[src/hdl/psc_pkg.sv]
`default_nettype none
package psc_pkg;

	localparam int APB_AW  = 4;
	localparam int APB_DW  = 32;
	localparam int CAL_W   = 16;
	localparam int RAW_W   = 16;
	localparam int PRESS_W = 26;
	localparam int TEMP_W  = 17;

	typedef struct packed {
		logic [CAL_W-1:0] w1;
		logic [CAL_W-1:0] w2;
		logic [CAL_W-1:0] w3;
		logic [CAL_W-1:0] w4;
	} cal_words_t;

	typedef enum logic [1:0] {
		REG_CAL_ONE   = 2'd0,
		REG_CAL_TWO   = 2'd1,
		REG_CAL_THREE = 2'd2,
		REG_CAL_FOUR  = 2'd3
	} reg_index_t;

	localparam logic [15:0] DT_BASE     = 16'd20224;
	localparam logic [15:0] SENS_BASE   = 16'd24576;
	localparam logic [15:0] D1_BASE     = 16'd7168;
	localparam logic [6:0]  TCO_BASE    = 7'd50;
	localparam logic [10:0] TCO_OFFSET  = 11'd512;
	localparam logic [19:0] PRESS_BASE  = 20'd256000;
	localparam logic [10:0] TEMP_BASE   = 11'd2000;

endpackage
`default_nettype wire

[src/hdl/psc_if.sv]
`default_nettype none
interface psc_sample_if;
	import psc_pkg::*;
	logic             valid;
	logic             ready;
	logic [RAW_W-1:0] pressure_raw;
	logic [RAW_W-1:0] temperature_raw;

	modport source (output valid, pressure_raw, temperature_raw, input ready);
	modport sink (input valid, pressure_raw, temperature_raw, output ready);
endinterface

interface psc_result_if;
	import psc_pkg::*;
	logic                      valid;
	logic                      ready;
	logic signed [PRESS_W-1:0] pressure_out;
	logic signed [TEMP_W-1:0]  temperature_out;

	modport source (output valid, pressure_out, temperature_out, input ready);
	modport sink (input valid, pressure_out, temperature_out, output ready);
endinterface
`default_nettype wire

[src/hdl/pressure_sensor_compensation_core.sv]
// An accepted sample word passes through the registers of stages s1 to s5 in order before its result word.
// Throughput: one sample word per cycle; the five stages fill bubbles
// independently, so a stalled result blocks input only once all are full.
// Reset: asynchronous, clears stage valid bits and the four calibration
// words to zero.
`default_nettype none
module pressure_sensor_compensation_core (
	input  logic                       clk,
	input  logic                       arst_n,
	psc_sample_if.sink                 sample,
	psc_result_if.source               result,
	input  logic                       psel,
	input  logic                       penable,
	input  logic                       pwrite,
	input  logic [psc_pkg::APB_AW-1:0] paddr,
	input  logic [psc_pkg::APB_DW-1:0] pwdata,
	output logic [psc_pkg::APB_DW-1:0] prdata,
	output logic                       pready
);
	import psc_pkg::*;

	localparam logic signed [28:0] P_MAX = 29'sd33554431;
	localparam logic signed [28:0] P_MIN = -29'sd33554432;
	localparam logic signed [18:0] T_MAX = 19'sd65535;
	localparam logic signed [18:0] T_MIN = -19'sd65536;

	cal_words_t cal;

	logic [14:0] c1;
	logic [11:0] c2;
	logic [9:0]  c3;
	logic [9:0]  c4;
	logic [10:0] c5;
	logic [5:0]  c6;

	logic v_s1, v_s2, v_s3, v_s4, v_s5;
	logic en_s1, en_s2, en_s3, en_s4, en_s5;

	logic signed [16:0] dt_s1, d1m_s1;
	logic signed [27:0] sens_term_s2, off_term_s2;
	logic signed [24:0] temp_term_s2;
	logic signed [16:0] d1m_s2;
	logic signed [27:0] s1_s3, o1_s3;
	logic signed [28:0] t10_s3;
	logic signed [16:0] d1m_s3;
	logic signed [44:0] prod_s4;
	logic signed [27:0] o1_s4;
	logic signed [TEMP_W-1:0]  temp_s4;
	logic signed [PRESS_W-1:0] press_s5;
	logic signed [TEMP_W-1:0]  temp_s5;

	logic signed [16:0] dt_c, d1m_c;
	logic signed [10:0] c4m_c;
	logic [6:0]         c6p_c;
	logic [25:0]        sens_base_c;
	logic signed [27:0] s1_c, o1_c;
	logic signed [28:0] t10_c;
	logic signed [18:0] t_full_c;
	logic signed [46:0] n_c;
	logic signed [28:0] p_full_c;

	psc_apb_regs u_regs (
		.clk     (clk),
		.arst_n  (arst_n),
		.psel    (psel),
		.penable (penable),
		.pwrite  (pwrite),
		.paddr   (paddr),
		.pwdata  (pwdata),
		.prdata  (prdata),
		.pready  (pready),
		.cal     (cal)
	);

	assign c1 = cal.w1[15:1];
	assign c2 = {cal.w3[5:0], cal.w4[5:0]};
	assign c3 = cal.w4[15:6];
	assign c4 = cal.w3[15:6];
	assign c5 = {cal.w1[0], cal.w2[15:6]};
	assign c6 = cal.w2[5:0];

	assign en_s5 = !v_s5 || result.ready;
	assign en_s4 = !v_s4 || en_s5;
	assign en_s3 = !v_s3 || en_s4;
	assign en_s2 = !v_s2 || en_s3;
	assign en_s1 = !v_s1 || en_s2;
	assign sample.ready = en_s1;

	assign result.valid           = v_s5;
	assign result.pressure_out    = press_s5;
	assign result.temperature_out = temp_s5;

	always_comb begin
		dt_c  = $signed(17'({1'b0, sample.temperature_raw}) - 17'({c5, 3'b000})
			- 17'(DT_BASE));
		d1m_c = $signed(17'({1'b0, sample.pressure_raw}) - 17'(D1_BASE));
		c4m_c = $signed({1'b0, c4}) - $signed(TCO_OFFSET);
		c6p_c = {1'b0, c6} + TCO_BASE;
		sens_base_c = {16'({1'b0, c1}) + SENS_BASE, 10'b0};
		s1_c  = $signed({2'b00, sens_base_c}) + sens_term_s2;
		o1_c  = $signed({2'b00, c2, 14'b0}) + off_term_s2;
		t10_c = (29'(temp_term_s2) <<< 3) + (29'(temp_term_s2) <<< 1);
		t_full_c = 19'(t10_s3 >>> 10) + $signed({8'b0, TEMP_BASE});
		n_c   = 47'(prod_s4) - (47'(o1_s4) <<< 12);
		p_full_c = 29'(n_c >>> 19) + $signed({9'b0, PRESS_BASE});
	end

	always_ff @(posedge clk or negedge arst_n) begin
		if (!arst_n) begin
			v_s1 <= 1'b0;
			v_s2 <= 1'b0;
			v_s3 <= 1'b0;
			v_s4 <= 1'b0;
			v_s5 <= 1'b0;
		end else begin
			if (en_s1) v_s1 <= sample.valid;
			if (en_s2) v_s2 <= v_s1;
			if (en_s3) v_s3 <= v_s2;
			if (en_s4) v_s4 <= v_s3;
			if (en_s5) v_s5 <= v_s4;
		end
	end

	always_ff @(posedge clk) begin
		if (en_s1) begin
			dt_s1  <= dt_c;
			d1m_s1 <= d1m_c;
		end
		if (en_s2) begin
			sens_term_s2 <= $signed({1'b0, c3}) * dt_s1;
			off_term_s2  <= c4m_c * dt_s1;
			temp_term_s2 <= $signed({1'b0, c6p_c}) * dt_s1;
			d1m_s2       <= d1m_s1;
		end
		if (en_s3) begin
			s1_s3  <= s1_c;
			o1_s3  <= o1_c;
			t10_s3 <= t10_c;
			d1m_s3 <= d1m_s2;
		end
		if (en_s4) begin
			prod_s4 <= s1_s3 * d1m_s3;
			o1_s4   <= o1_s3;
			if (t_full_c > T_MAX)
				temp_s4 <= T_MAX[TEMP_W-1:0];
			else if (t_full_c < T_MIN)
				temp_s4 <= T_MIN[TEMP_W-1:0];
			else
				temp_s4 <= t_full_c[TEMP_W-1:0];
		end
		if (en_s5) begin
			temp_s5 <= temp_s4;
			if (p_full_c > P_MAX)
				press_s5 <= P_MAX[PRESS_W-1:0];
			else if (p_full_c < P_MIN)
				press_s5 <= P_MIN[PRESS_W-1:0];
			else
				press_s5 <= p_full_c[PRESS_W-1:0];
		end
	end

	a_accept_fills: assert property (@(posedge clk) disable iff (!arst_n)
		(sample.valid && sample.ready) |=> v_s1)
		else $error("accepted word did not enter first stage");

	a_block_only_full: assert property (@(posedge clk) disable iff (!arst_n)
		!sample.ready |-> (v_s1 && v_s2 && v_s3 && v_s4 && v_s5))
		else $error("input blocked while pipeline has a bubble");

	a_last_advance: assert property (@(posedge clk) disable iff (!arst_n)
		(v_s4 && en_s5) |=> v_s5)
		else $error("word lost between last two stages");

	a_drain: assert property (@(posedge clk) disable iff (!arst_n)
		(!v_s4 && result.valid && result.ready) |=> !result.valid)
		else $error("result word repeated");
endmodule
`default_nettype wire

[src/hdl/psc_apb_regs.sv]
`default_nettype none
module psc_apb_regs (
	input  logic                       clk,
	input  logic                       arst_n,
	input  logic                       psel,
	input  logic                       penable,
	input  logic                       pwrite,
	input  logic [psc_pkg::APB_AW-1:0] paddr,
	input  logic [psc_pkg::APB_DW-1:0] pwdata,
	output logic [psc_pkg::APB_DW-1:0] prdata,
	output logic                       pready,
	output psc_pkg::cal_words_t        cal
);
	import psc_pkg::*;

	cal_words_t cal_q;
	reg_index_t idx;
	logic       wr_en;

	assign idx    = reg_index_t'(paddr[3:2]);
	assign pready = 1'b1;
	assign wr_en  = psel && penable && pwrite && pready;
	assign cal    = cal_q;

	always_ff @(posedge clk or negedge arst_n) begin
		if (!arst_n) begin
			cal_q <= '0;
		end else if (wr_en) begin
			case (idx)
				REG_CAL_ONE:   cal_q.w1 <= pwdata[CAL_W-1:0];
				REG_CAL_TWO:   cal_q.w2 <= pwdata[CAL_W-1:0];
				REG_CAL_THREE: cal_q.w3 <= pwdata[CAL_W-1:0];
				REG_CAL_FOUR:  cal_q.w4 <= pwdata[CAL_W-1:0];
				default: ;
			endcase
		end
	end

	always_comb begin
		prdata = '0;
		case (idx)
			REG_CAL_ONE:   prdata[CAL_W-1:0] = cal_q.w1;
			REG_CAL_TWO:   prdata[CAL_W-1:0] = cal_q.w2;
			REG_CAL_THREE: prdata[CAL_W-1:0] = cal_q.w3;
			REG_CAL_FOUR:  prdata[CAL_W-1:0] = cal_q.w4;
			default:       prdata = '0;
		endcase
	end
endmodule
`default_nettype wire
[src/flat_wrapper.sv]
// flat-port wrapper written by rule: the top's interface ports become plain ports
module pressure_sensor_compensation_core_flat import psc_pkg::*;
  (clk, arst_n, psel, penable, pwrite, paddr, pwdata, prdata, pready, sample_valid, sample_pressure_raw, sample_temperature_raw, sample_ready, result_valid, result_pressure_out, result_temperature_out, result_ready);
  psc_sample_if sample_i ();
  psc_result_if result_i ();
  input  logic clk;
  input  logic arst_n;
  input  logic psel;
  input  logic penable;
  input  logic pwrite;
  input  logic [psc_pkg::APB_AW-1:0] paddr;
  input  logic [psc_pkg::APB_DW-1:0] pwdata;
  output logic [psc_pkg::APB_DW-1:0] prdata;
  output logic pready;
  input wire logic [$bits(sample_i.valid)-1:0] sample_valid;
  input wire logic [$bits(sample_i.pressure_raw)-1:0] sample_pressure_raw;
  input wire logic [$bits(sample_i.temperature_raw)-1:0] sample_temperature_raw;
  output wire logic [$bits(sample_i.ready)-1:0] sample_ready;
  output wire logic [$bits(result_i.valid)-1:0] result_valid;
  output wire logic [$bits(result_i.pressure_out)-1:0] result_pressure_out;
  output wire logic [$bits(result_i.temperature_out)-1:0] result_temperature_out;
  input wire logic [$bits(result_i.ready)-1:0] result_ready;
  assign sample_i.valid = sample_valid;
  assign sample_i.pressure_raw = sample_pressure_raw;
  assign sample_i.temperature_raw = sample_temperature_raw;
  assign sample_ready = sample_i.ready;
  assign result_valid = result_i.valid;
  assign result_pressure_out = result_i.pressure_out;
  assign result_temperature_out = result_i.temperature_out;
  assign result_i.ready = result_ready;
  pressure_sensor_compensation_core u_core (.clk(clk), .arst_n(arst_n), .sample(sample_i), .result(result_i), .psel(psel), .penable(penable), .pwrite(pwrite), .paddr(paddr), .pwdata(pwdata), .prdata(prdata), .pready(pready));
endmodule
[config.mk]
export PLATFORM = sky130hd
export DESIGN_NAME = pressure_sensor_compensation_core_flat
export DESIGN_NICKNAME = d
export VERILOG_FILES = /design/src/hdl/psc_pkg.sv /design/src/hdl/psc_if.sv /design/src/hdl/pressure_sensor_compensation_core.sv /design/src/hdl/psc_apb_regs.sv /design/src/flat_wrapper.sv
export SDC_FILE = /design/constraint.sdc
export NUM_CORES = 2
export LEC_CHECK = 0
export BUFFER_PORTS_ARGS = -buffer_cell sky130_fd_sc_hd__clkbuf_2
export CORE_UTILIZATION = 60
export CTS_CLUSTER_DIAMETER = 120
export DETAILED_ROUTE_END_ITERATION = 10
export GPL_TIMING_DRIVEN = 1
export PLACE_DENSITY = 0.73
export SYNTH_ARGS = -nofsm -noshare
export SYNTH_HDL_FRONTEND = slang
export SYNTH_HIERARCHICAL = 1
export SYNTH_SLANG_ARGS = --single-unit
[constraint.sdc]
create_clock -name clk -period 7.56 [get_ports clk]
set_input_delay 0.756 -clock clk [delete_from_list [all_inputs] [get_ports clk]]
set_output_delay 0.756 -clock clk [all_outputs]
set_load 0.01 [all_outputs]
==> flow_metrics.tcl <==
set metrics [dict create \
    floorplan.initialDensity_pct 60.5 \
    worstPathMaxFanout 17 \
    rsz0062_at_grt "false" \
    multi_input_area_um2 35700 \
    detail_route.wl_per_cell_um 18.8 \
    cts_root_buffer "clkbuf_16" \
    yosys.area.top_type "fa_1" \
    path_clk_slew_ps 70 \
    yosysUniqueCellTypes 94 \
    portBuffers 117 \
    place_area_um2 54300 \
    place_hpwl_mm 94.1 \
    setup_slack_ps 516 \
    via_per_inst 5.49 \
    grt_pass1_vias 37400 \
    cp-end-kind "flip-flop" \
    vias 34700 \
    dp.cells 6214 \
    reg2reg_depth 24 \
    cts_sinks 414 \
    synth_common_cells "1030 x inv_1, 878 x fa_1, 492 x nand2_1" \
    antenna_found_initial 8 \
    drc 0 \
    worstMarginPinSlew_ps 1270 \
    clock_skew_ps 47.1 \
    max_slew_margin_pct 15.3 \
    setup_viol 0 \
    drt_wl_total_mm 119 \
    fillers 6924 \
    post-synth-top-count-cell "inv_1" \
    htree_levels 2 \
    worstPathRequired_ps 7920 \
    grt_overflow 0 \
    r2r-start "u_core/d1m_s3[5]" \
    arrival_ps 7410 \
    drive_above_1_share_pct 8.23 \
    syn_to_final_growth_pct 6.77 \
    avgSynthCellArea_um2 10.4 \
    detail-route-antenna-nets 0 \
    grt_use_total_pct 28.3 \
    rows 108 \
    hold_path.class "primary input to asynchronous set/reset pin" \
    finalInstanceArea_um2 56000 \
    max_freq_mhz 142 \
    cts_buffer_depth 3 \
    stdcell_count 6308 \
    fin_crit_ps 7040 \
    cap_violations 0 \
    drv_slew 0 \
    core_um2 86800 \
    ff2ff_setup_slack_ps 520 \
    netlist_instances 5053 \
    cts_made_buffers 46 \
    nNetsFinal 6457 \
    r2r_end "u_core/prod_s4[39]" \
    die_x_um 298 \
    pre_cts_ws_ps 400 \
    start_kind "flip-flop" \
    grt_max_degree 80 \
    ios 153 \
    fin_crit_sh_pct 93.2 \
    synth-edff-count 345 \
    clk_latency_ps 620 \
    tns_ps 0 \
    postSynth.asyncResetShare_pct 16.7 \
    drt-initial-drc-count 2104 \
    syn_area_um2 52500 \
    seq_area_frac_synth_pct 23.0 \
    dr.pass1.iters 5 \
    grt_pass1_wl_mm 198 \
    synthTopCellsByArea "fa_1 33%, edfxtp_1 20%, ha_1 9.3%" \
    yosys_register_bits 414 \
    outcome "complete, no violations" \
    dieArea_um2 88600 \
    cts_tree "done" \
    synth_top_area_share_pct 33.5 \
    dieHeight_um 298 \
    gp_congestion 0.910 \
    final-seq-area_um2 12100 \
    hold_violations 0 \
    ys_warn_count 6 \
    synth_ff_type "edfxtp_1" \
    crit_type "flip-flop to flip-flop" \
]
## critical path, cell delays in order (launching register included)
cell      delay, ps
edfxtp_1        590
buf_4           310
and2_1          190
fa_1            550
inv_1            50
fa_1            500
fa_1            520
inv_1            50
fa_1            490
fa_1            490
inv_1            50
fa_1            510
inv_1            50
ha_1            290
and4_1          220
o221ai_1        120
a21o_1          200
a21oi_1         360
nor3_2          130
o22ai_1         310
a21oi_1         160
buf_4           180
o21bai_1        210
a21oi_1         140
xnor2_1         150
## per-stage QoR
step	hold WS (ps)	utilization [%]
2_1_floorplan	400	-
3_3_place_gp	402	62.6
3_5_place_dp	405	62.6
4_1_cts	302	64.5
5_1_grt	319	64.6
6_report	294	64.6
## how the worst max path moves through the flow
| stage | start | to | depth (start not counted) |
|---|---|---|---|
| 6_report | u_core/d1m_s3[5] | u_core/prod_s4[39] | 24 |
| 2_1_floorplan | u_core/d1m_s3[8] | u_core/prod_s4[40] | 24 |
| 3_5_place_dp | u_core/d1m_s3[2] | u_core/prod_s4[40] | 23 |
| 5_1_grt | u_core/d1m_s3[5] | u_core/prod_s4[39] | 25 |
| 3_3_place_gp | u_core/d1m_s3[2] | u_core/prod_s4[44] | 22 |
| 4_1_cts | u_core/d1m_s3[2] | u_core/prod_s4[39] | 24 |
## sequential cells by signal, summed over array words and instances (netlist names), 19 cells and up
signal and cells:
u_core/result.pressure_out 26, u_core/off_term_s2 28, u_core/o1_s3 28, u_core/u_regs/cal 64
u_core/sens_term_s2 28, u_core/o1_s4 28, u_core/s1_s3 28, u_core/prod_s4 33
u_core/temp_term_s2 25, u_core/t10_s3 19
## final cells by class
| cell class | instances | area share, % |
|---|---|---|
| Clock inverter | 32 | 0.842 |
| Timing Repair Buffer | 203 | 2.22 |
| Inverter | 1032 | 6.91 |
| Clock buffer | 54 | 2.15 |
| Antenna cell | 1 | 0.00447 |
| Sequential cell | 414 | 21.6 |
| Multi-Input combinational cell | 3417 | 63.7 |
| Tap cell | 1155 | 2.58 |
## routing by layer
layer  routed length, µm  track usage (%)
met1               50800             38.8
met2               55600             46.2
met3                8400             4.86
met4                3750             8.92
met5                  60                0
## repair_timing
action,CTS,global route
gates resized for setup,0,1
hold buffers,0,0
buffers inserted,0,7
endpoints found under the setup margin,0,5
endpoints found under the hold margin,0,0
## logic make-up (layout without fill, tap and decap cells)
logic type      Yosys count  in the layout  share of synthesized area (%)
simple gates           1388           1388                           13.6
fa+ha+maj              1268           1268                           42.8
other cells               2             18                         0.0143
mux                      87             87                           2.31
buf+inv                1237           1321                           9.12
compound gates          451            451                           5.72
xor+xnor                206            206                           3.44
flops                   414            414                           23.0
## layout by cell type, fill, tap and decap left out, types with 69 or more instances in the layout
cell type	count
buf_4	86
nor2b_1	73
and2_1	450
o21ai_0	89
dfrtp_1	69
nor2_1	141
a21oi_1	138
ha_1	390
xnor2_1	152
inv_1	1030
fa_1	878
edfxtp_1	345
nand2_1	490
clkbuf_2	116
Power is left out: the tool's default activity adds up to more than one toggle a clock period on the data nets, which glitch-free logic cannot reach.
